$ cat src/design/fdsa_pkg.sv
// Shared types, constants and helpers of the file directory sector allocator.
// Depends on nothing; every module of the block imports it.
package fdsa_pkg;

   localparam int DIR_ENTRIES_DEF      = 16;
   localparam int SECTORS_PER_FILE_DEF = 26;
   localparam int NUM_SECTORS_DEF      = 256;
   localparam int MAX_RESULTS          = 26;
   localparam int PTR_W                = 9;
   localparam logic [7:0] RESERVED_RESET = 8'd3;
   localparam logic [7:0] NEWLINE_BYTE   = 8'h0A;

   localparam logic [1:0] KIND_CREATE = 2'd0;
   localparam logic [1:0] KIND_LOOKUP = 2'd1;
   localparam logic [1:0] KIND_DELETE = 2'd2;
   localparam logic [1:0] KIND_LIST   = 2'd3;

   localparam logic [1:0] STATUS_OK        = 2'd0;
   localparam logic [1:0] STATUS_NOT_FOUND = 2'd1;
   localparam logic [1:0] STATUS_DIR_FULL  = 2'd2;
   localparam logic [1:0] STATUS_NO_SPACE  = 2'd3;

   typedef struct packed {
      logic [1:0]  kind;
      logic [47:0] file_name;
      logic [4:0]  sector_count;
   } req_item_type;

   typedef struct packed {
      logic [1:0]  status;
      logic [3:0]  entry_index;
      logic [7:0]  sector_number;
      logic        sector_valid;
      logic [4:0]  position;
      logic [47:0] name_out;
      logic [4:0]  count_out;
      logic        last;
   } rsp_item_type;

   typedef struct packed {
      logic       set;
      logic       clr;
      logic [7:0] idx;
   } map_op_type;

   // Keep name bytes up to the first zero or newline byte, zero the rest.
   function automatic logic [47:0] stored_name(input logic [47:0] name);
      logic [47:0] res;
      logic        stop;
      logic [7:0]  b;
      res  = '0;
      stop = 1'b0;
      for (int i = 0; i < 6; i++) begin
         b = name[8*i +: 8];
         if (b == 8'd0 || b == NEWLINE_BYTE) begin
            stop = 1'b1;
         end
         if (!stop) begin
            res[8*i +: 8] = b;
         end
      end
      return res;
   endfunction

endpackage

$ cat src/design/fdsa_sector_map.sv
// Sector-use bitmap with the first-free search unit.
// Depends on fdsa_pkg.
module fdsa_sector_map import fdsa_pkg::*; #(
   parameter int NUM_SECTORS = NUM_SECTORS_DEF
) (
   input  logic             clock,
   input  logic             reset,
   input  map_op_type       map_op,
   input  logic [PTR_W-1:0] search_ptr,
   output logic             found,
   output logic [7:0]       pick
);

   localparam int SW    = $clog2(NUM_SECTORS);
   localparam int PAD_W = 2 ** PTR_W;

   logic [NUM_SECTORS-1:0] used_ff;
   logic [NUM_SECTORS-1:0] used_in;
   logic [PAD_W-1:0]       free_pad;
   logic [7:0]             cand;
   logic [2:0]             low;

   always_comb begin
      used_in = used_ff;
      if (int'(map_op.idx) < NUM_SECTORS) begin
         if (map_op.set) begin
            used_in[map_op.idx[SW-1:0]] = 1'b1;
         end else if (map_op.clr) begin
            used_in[map_op.idx[SW-1:0]] = 1'b0;
         end
      end
   end

   always_ff @(posedge clock) begin
      if (reset) begin
         used_ff <= '0;
      end else begin
         used_ff <= used_in;
      end
   end

   // Sectors past the end of the disk read as taken.
   always_comb begin
      free_pad = '0;
      for (int i = 0; i < NUM_SECTORS; i++) begin
         free_pad[i] = !used_ff[i];
      end
   end

   assign cand = free_pad[search_ptr[PTR_W-1:3]*8 +: 8] & (8'hFF << search_ptr[2:0]);

   always_comb begin
      low = 3'd0;
      for (int i = 7; i >= 0; i--) begin
         if (cand[i]) begin
            low = 3'(i);
         end
      end
   end

   assign found = |cand;
   assign pick  = {search_ptr[7:3], low};

endmodule

$ cat config.mk
export PLATFORM = sky130hd
export DESIGN_NAME = fdsa_sector_map
export DESIGN_NICKNAME = d
export VERILOG_FILES = /design/src/design/fdsa_pkg.sv /design/src/design/fdsa_sector_map.sv
export SDC_FILE = /design/constraint.sdc
export NUM_CORES = 1
export LEC_CHECK = 0
export ABC_AREA = 0
export BUFFER_PORTS_ARGS = -buffer_cell sky130_fd_sc_hd__buf_4
export CAP_MARGIN = 20
export CORE_UTILIZATION = 44
export CTS_CLUSTER_SIZE = 14
export DETAILED_ROUTE_END_ITERATION = 8
export GPL_TIMING_DRIVEN = 0
export PLACE_DENSITY = 0.61
export SLEW_MARGIN = 20
export SYNTH_ARGS = -nofsm -noshare
export SYNTH_HDL_FRONTEND = slang
export SYNTH_SLANG_ARGS = --single-unit
$ cat constraint.sdc
create_clock -name clock -period 6 [get_ports clock]
set_clock_uncertainty 0.05 [all_clocks]
set_input_delay 0.3 -clock clock [delete_from_list [all_inputs] [get_ports clock]]
set_output_delay 0.3 -clock clock [all_outputs]
set_load 0.005 [all_outputs]
==> results.cfg <==
[timing]
fmax_mhz = 273
period_share_pct = 61.0
grt_setup_unrepaired = false
final_max_slew_viol_count = 0
slew_headroom_pct = 26.9
layout_min_cycle_time_ns = 3.66
hold_viol_final = 0
worst_pin_slew_ns = 1.09
whs_ns = 0.157
final.setup.tns_ns = 0
setup_violations = 0

[synth]
synth_top_area_cell = dfxtp_1
async_flop_share_pct = 0
syn_nets = 1545
yosys_warnings = 0
syn_avg_cell_area_um2 = 8.26
synth-seq-cells = 256
synth_flop_cell = dfxtp_1
synth_top_cell_area_share_pct = 40.7
synth_cell_type_count = 52
synth_cells = 1524
ys_seq_area_share_pct = 40.7
synth_edf_count = 0
syn-cell-area_um2 = 12600
synthTopCellsByArea = dfxtp_1 (41%), a21oi_1 (11%), o21ai_0 (10%)

[global_route]
grt_max_degree = 15
grt-busiest-layer = met2
use_met2_pct = 55.8
grt_overflow = 0
grt_use_total_pct = 37.0
grt_antenna_before_repair = 1
grt_pass1_wl_mm = 78.3
grt.met3_usage_pct = 11.8
first_global_vias = 12100
grt_use_met1_pct = 46.2

[routing]
drtPass1Iterations = 7
dr_total_vias = 13000
drtIter0Drc = 1921
postRouteAntennaNets = 0
via_per_inst = 6.60
wl_mm = 54.1
drc = 0
wl_per_cell_um = 27.4

[placed_design]
hpwl_mm = 37.2
dp_cells = 1923
io_buffers = 21
routabilityCongestion = 1.01
place_area_um2 = 13200

[outcome]
status = completed

[die]
core_area_um2 = 27900
start_util_pct = 45.0
boundaryPins = 30
fp-row-count = 61
die_y_um = 171
dieWidth_um = 171
design.die.area_um2 = 29300

[layout]
fin_util_pct = 50.8
regArea_um2 = 5120
num_antenna_cells = 0
multi_input_area_um2 = 6710
final_area_um2 = 14200
areaGrowthSynthToFinish_pct = 12.8
drive_gt1_share_pct = 8.32
fill_cells = 2743
stdcell_count = 1976
nets = 1598

[clocking]
cts_hold_buf = 0
clock_latency_ns = 0.56
cts_made_buffers = 30
clkSlewWorstSetupHoldPaths_ns = 0.06
cts_sinks = 256
cts_setup_buffers = 0
clock-root-buffer = clkbuf_16
cts_resized = 0
cts-htree-levels = 1
cts_tree = built
clockBufferDepth = 3

[power]
p_leak_nw = 4.50
vdd_ir_drop_max_mv = 0.195
power_density_nw_per_um2 = 275

[setup_path]
r2r_slack_ns = 5.20
cp_data_arrival_time_ns = 3.31
cp-start-kind = input pin
critPathKind = in -> out
crit_fanout = 10
end_kind = output port
required_ns = 5.65

[worst_hold_path]
hold_class = in -> reg

[flow_run]
max_cap_viol_count = 0
==> cell type report <==
cell class                 count  share of cell area (%)
tap                          378                    3.33
sequential                   256                    36.1
inverter                       2                  0.0529
buffer                       169                    5.19
clock buffer                  41                    6.08
multi-input combinational   1097                    47.3
clock inverter                12                   0.794
timing repair buffer          21                    1.11
==> through the flow <==
| stage | total power, W | setup WS [ns] |
|---|---|---|
| 2_1_floorplan | 0.00193 | 3.62 |
| 3_3_place_gp | 0.00207 | 2.62 |
| 3_5_place_dp | 0.00207 | 2.59 |
| 4_1_cts | 0.00387 | 2.58 |
| 5_1_grt | 0.00397 | 2.37 |
| 6_report | 0.00390 | 2.34 |
==> cell families (layout without fill, tap and decap cells) <==
logic type | Yosys count | count (layout) | synth area share, %
compound gates | 561 | 561 | 23.5
simple gates | 430 | 430 | 16.5
flops | 256 | 256 | 40.7
buf+inv | 171 | 245 | 5.92
mux | 106 | 106 | 13.3
==> report_power, final <==
part           switching, W  leakage, nW  internal [W]
registers        0.00000176         2.06       0.00170
clock network      0.000761        0.487       0.00108
logic              0.000263         1.95     0.0000856
==> cells in the final DEF, fill, tap and decap left out, types with 31 or more instances in the layout <==
master,netlist,final
o21ai_0,257,257
nor2_1,63,63
mux2i_1,55,55
nand2_1,60,60
clkbuf_1,142,147
mux4_2,32,32
clkbuf_16,0,31
buf_4,12,33
nand3_1,245,245
dfxtp_1,256,256
a21oi_1,264,264
==> layer usage <==
layer	vias to the layer above	routed length (µm)
li1	5682	-
met1	6280	20200
met2	841	23600
met3	233	6700
met4	2	3560
met5	-	42
==> worst max-delay path: stages <==
cell and delay, ns:
buf_4 0.13, buf_6 0.25, buf_8 0.23, mux4_2 0.52, and3b_1 0.19, nor4_1 0.73, a31oi_1 0.29, nand2_1 0.13
a21oi_1 0.06, o311a_1 0.32, buf_4 0.14
==> path summary, 6_finish.rpt <==
check                              startpoint       end  depth (start not counted)
worst max-delay path            search_ptr[3]   pick[1]                         11
worst min-delay path                    reset  register                          2
worst max register to register       register  register                          2
worst min register to register       register  register                          2
==> synth_stat cells (4+ instances only) <==
master and count:
a21oi_1 264, a22oi_1 19, buf_2 7, buf_4 12, buf_6 5, clkbuf_1 142
dfxtp_1 256, mux2_1 4, mux2i_1 55, mux4_1 12, mux4_2 32, nand2_1 60
nand2b_1 13, nand3_1 245, nand4_1 9, nor2_1 63, nor2b_1 12, nor3_1 8
nor4_1 4, o21ai_0 257
(Power assumes the default switching activity.)
