### src/design/fdsa_pkg.sv
// Shared types, constants and helpers of the file directory sector allocator.
// Depends on nothing; every module of the block imports it.
package fdsa_pkg;

   localparam int DIR_ENTRIES_DEF      = 16;
   localparam int SECTORS_PER_FILE_DEF = 26;
   localparam int NUM_SECTORS_DEF      = 256;
   localparam int MAX_RESULTS          = 26;
   localparam int PTR_W                = 9;
   localparam logic [7:0] RESERVED_RESET = 8'd3;
   localparam logic [7:0] NEWLINE_BYTE   = 8'h0A;

   localparam logic [1:0] KIND_CREATE = 2'd0;
   localparam logic [1:0] KIND_LOOKUP = 2'd1;
   localparam logic [1:0] KIND_DELETE = 2'd2;
   localparam logic [1:0] KIND_LIST   = 2'd3;

   localparam logic [1:0] STATUS_OK        = 2'd0;
   localparam logic [1:0] STATUS_NOT_FOUND = 2'd1;
   localparam logic [1:0] STATUS_DIR_FULL  = 2'd2;
   localparam logic [1:0] STATUS_NO_SPACE  = 2'd3;

   typedef struct packed {
      logic [1:0]  kind;
      logic [47:0] file_name;
      logic [4:0]  sector_count;
   } req_item_type;

   typedef struct packed {
      logic [1:0]  status;
      logic [3:0]  entry_index;
      logic [7:0]  sector_number;
      logic        sector_valid;
      logic [4:0]  position;
      logic [47:0] name_out;
      logic [4:0]  count_out;
      logic        last;
   } rsp_item_type;

   typedef struct packed {
      logic       set;
      logic       clr;
      logic [7:0] idx;
   } map_op_type;

   // Keep name bytes up to the first zero or newline byte, zero the rest.
   function automatic logic [47:0] stored_name(input logic [47:0] name);
      logic [47:0] res;
      logic        stop;
      logic [7:0]  b;
      res  = '0;
      stop = 1'b0;
      for (int i = 0; i < 6; i++) begin
         b = name[8*i +: 8];
         if (b == 8'd0 || b == NEWLINE_BYTE) begin
            stop = 1'b1;
         end
         if (!stop) begin
            res[8*i +: 8] = b;
         end
      end
      return res;
   endfunction

endpackage

### src/design/fdsa_sector_store.sv
// Per-entry sector lists, a single address port for writes and registered reads.
// Depends on fdsa_pkg.
module fdsa_sector_store import fdsa_pkg::*; #(
   parameter int DEPTH = DIR_ENTRIES_DEF * SECTORS_PER_FILE_DEF,
   parameter int AW    = $clog2(DEPTH)
) (
   input  logic          clock,
   input  logic          wr_en,
   input  logic          rd_en,
   input  logic [AW-1:0] addr,
   input  logic [7:0]    wr_data,
   output logic [7:0]    rd_data
);

   logic [7:0] mem [DEPTH];
   logic [7:0] rd_data_ff;

   always_ff @(posedge clock) begin
      if (wr_en) begin
         mem[addr] <= wr_data;
      end
      if (rd_en) begin
         rd_data_ff <= mem[addr];
      end
   end

   assign rd_data = rd_data_ff;

endmodule

### config.mk
export PLATFORM = sky130hd
export DESIGN_NAME = fdsa_sector_store
export DESIGN_NICKNAME = d
export VERILOG_FILES = /design/src/design/fdsa_pkg.sv /design/src/design/fdsa_sector_store.sv
export SDC_FILE = /design/constraint.sdc
export NUM_CORES = 2
export LEC_CHECK = 0
export BUFFER_PORTS_ARGS = -buffer_cell sky130_fd_sc_hd__clkbuf_2
export CAP_MARGIN = 10
export CORE_MARGIN = 8
export CORE_UTILIZATION = 25
export CTS_CLUSTER_DIAMETER = 50
export DETAILED_ROUTE_END_ITERATION = 8
export PLACE_DENSITY_LB_ADDON = 0.25
export SYNTH_ARGS = -nofsm -noshare
export SYNTH_HDL_FRONTEND = slang
export SYNTH_SLANG_ARGS = --single-unit
### constraint.sdc
create_clock -name clock -period 2.8 [get_ports clock]
set_clock_uncertainty 0.05 [all_clocks]
set_input_delay 0.14 -clock clock [delete_from_list [all_inputs] [get_ports clock]]
set_output_delay 0.14 -clock clock [all_outputs]
set_load 0.02 [all_outputs]
==> impl_metrics.yaml <==
cts:
  clockRootBuffer: "clkbuf_16"
  cts.path.max_buffers: 4
  cts_tree: "built"
  clk_latency_ns: 0.95
  numCtsBuffers: 396
  post_cts_buffers: 0
  clkSinkCount: 3336
  path_clk_slew_ns: 0.06
  htree_levels: 5
global_routing:
  antenna_found_initial: 28
  grt_pass1_wl_mm: 563
  grt_max_degree: 152
  grt_pass1_vias: 70200
  grt.total_usage_pct: 14.4
  globalRouteOverflowTotal: 0
worst_setup_path:
  arrival_ns: 3.39
  end_kind: "register"
  path_cells: "mux4_2 > mux4_2 > o21ai_2 > buf_4 > a21oi_1 > a2111oi_4 > buf_4 > nand4_1"
  path_class: "reg -> reg"
  cp_slowest_stage_delay_ns: 0.52
  r2r_setup_slack_ns: 0.02
  cp_max_fo: 1
  start_kind: "register"
  cp.required_ns: 3.41
  cp_slowest_cell: "mux4_2"
routing:
  drc: 0
  drtIter0Drc: 6911
  wl_mm: 403
  vias: 67900
  wl_per_cell_um: 27.3
  routed_via_density: 4.59
  drt_pass1_iterations: 6
  drtAntennaViolNets: 0
logic_synthesis:
  synthDominantCellAreaShare_pct: 77.6
  synthFlopType: "edfxtp_1"
  synthAdderAreaFrac_pct: 0
  synth_area_leaders: "edfxtp_1, mux4_2, mux2i_1"
  ys_seq_elements: 3336
  ys_warn_count: 0
  synth_top_family_by_area: "multiplexers"
  synth-edff-count: 3336
  synth_area_um2: 129000
  synth_compound_area_share_pct: 3.22
  postSynthAreaPerCell_um2: 21.3
  synth_cell_types: 58
  synth_mux_area_share_pct: 15.0
  synthCells: 6072
  synth_fp_nets: 6092
  yosys.area_share.simple_pct: 2.62
  synth-xor-area-share_pct: 0
  yosys.area.top_type: "edfxtp_1"
  ys_seq_area_share_pct: 77.6
  async_reset_ff_share_pct: 0
timing:
  grt_setup_unrepaired: "true"
  tns_ns: 0
  slew_headroom_pct: 23.0
  setup_viol: 0
  min_period_ns: 2.78
  finalCritPeriodShare_pct: 99.3
  tightest_slew_ns: 1.15
  setup_ws_ns: 0.0199
  max_freq_mhz: 360
  maxSlewViolCount: 0
  hold_viol: 0
placed_design:
  dpl_worst_slack_ns: -1.48
  dp_hpwl_mm: 273
  port_buffers: 27
  dpl.cell_count: 14000
  gp_congestion: 0.797
layout:
  final_cell_mix: "edfxtp_1, buf_4, mux4_2"
  final_cells: 14800
  layout_commonest_cell: "edfxtp_1"
  fillCellCount: 49400
  fin_nets: 7558
  area_growth_pct: 26.0
  drive_above_1_share_pct: 37.0
  final_util_pct: 31.6
pwr:
  p_comb_share_pct: 5.3
  power_density_nw_per_um2: 694
  leakagePower_nw: 52.6
  p_int_mw: 88.2
  vdd_drop_max_mv: 0.573
  switching_share_pct: 21.9
  clockPowerShare_pct: 45.9
  pwr-share-seq_pct: 48.7
  p_switching_mw: 24.8
status:
  status: "completed"
run:
  drv_cap: 0
floorplanning:
  dieHeight_um: 735
  row_count: 264
  die_x_um: 735
  core_area_um2: 516000
  die-area_um2: 540000
  start_util_pct: 25.0
  pin_count: 28
worst_hold_path:
  min_path_type: "in -> reg"
[synth_stat cells, types with 20 or more instances]
library cell / n
buf_1: 31
a22oi_1: 146
mux2_2: 38
nor3_1: 25
o21ai_0: 40
o22ai_1: 39
buf_2: 141
a221oi_1: 23
nor2b_1: 56
buf_4: 22
a21oi_1: 83
nor2_1: 468
nand2_1: 72
clkbuf_1: 147
buf_6: 48
nand3_1: 43
mux2i_1: 233
mux4_2: 737
nand2b_1: 20
edfxtp_1: 3336
o221ai_1: 35
a211oi_1: 89
[power by group through the flow]
stage / Sequential, mW / Clock (mW) / Combinational (mW)
6_report: 55.1 / 51.9 / 6.00
4_1_cts: 55.1 / 53.0 / 6.09
3_5_place_dp: 56.1 / 0 / 6.03
2_1_floorplan: 56.1 / 0 / 2.42
3_3_place_gp: 56.1 / 0 / 5.98
5_1_grt: 55.1 / 54.8 / 6.29
[path summary, 6_finish.rpt]
check	cells after the start	start	end
min reg2reg	7	mem[17][7]	rd_data[7]
max	8	mem[250][6]	rd_data[6]
max reg2reg	8	mem[250][6]	rd_data[6]
min	6	addr[6]	mem[392][6]
[sequential cells by signal, indices dropped and copies added, names as in the netlist]
name,cells
mem,3328
rd_data,8
[worst max-delay path, delay by kind of cell (launching register included)]
family	cells	cell delay (ns)
multiplexers	2	1.01
AO/OA/AOI/OAI	3	0.62
flip-flops	1	0.37
buffers and inverters	2	0.36
AND/OR/NAND/NOR	1	0.08
[repair_timing]
action	CTS	global route
setup endpoints to repair	8	8
hold endpoints to repair	3191	0
hold buffers	9	0
pin swaps	3	15
gates resized for setup	33	24
[layout make-up]
| class | instances | area (µm²) | area share, % |
|---|---|---|---|
| Sequential cell | 3336 | 100000 | 61.5 |
| Multi-Input combinational cell | 2346 | 27400 | 16.8 |
| Timing Repair Buffer | 1457 | 13300 | 8.16 |
| Clock buffer | 452 | 10300 | 6.31 |
| Tap cell | 6916 | 8650 | 5.32 |
| Clock inverter | 273 | 2970 | 1.83 |
| Antenna cell | 5 | 12.5 | 0.00769 |
| Inverter | 1 | 3.75 | 0.00231 |
[kinds of logic after synthesis]
logic type | Yosys count
muxes | 1008
and+or+nand+nor | 761
buffers and inverters | 390
AOI/OAI and AO/OA | 577
DFF | 3336
[per-stage QoR]
stage / hold slack (ns) / total power [mW] / instance area, µm²
6_report: 0.129 / 113 / 163000
4_1_cts: 0.0363 / 114 / 163000
2_1_floorplan: 0.189 / 58.5 / 129000
5_1_grt: 0.0934 / 116 / 163000
3_5_place_dp: 0.481 / 62.2 / 149000
3_3_place_gp: 0.476 / 62.1 / 149000
[routing by layer]
layer / part of all wire, % / vias up / wire length, µm / track usage [%]
li1: - / 28500 / - / -
met1: 45 / 37000 / 181000 / 20.3
met2: 48 / 1967 / 192000 / 23.7
met3: 5.1 / 503 / 20600 / 1.97
met4: 2.4 / 2 / 9500 / 3.25
met5: 0.0025 / - / 10 / 0
Note: power is estimated with default switching activity, not from simulation.
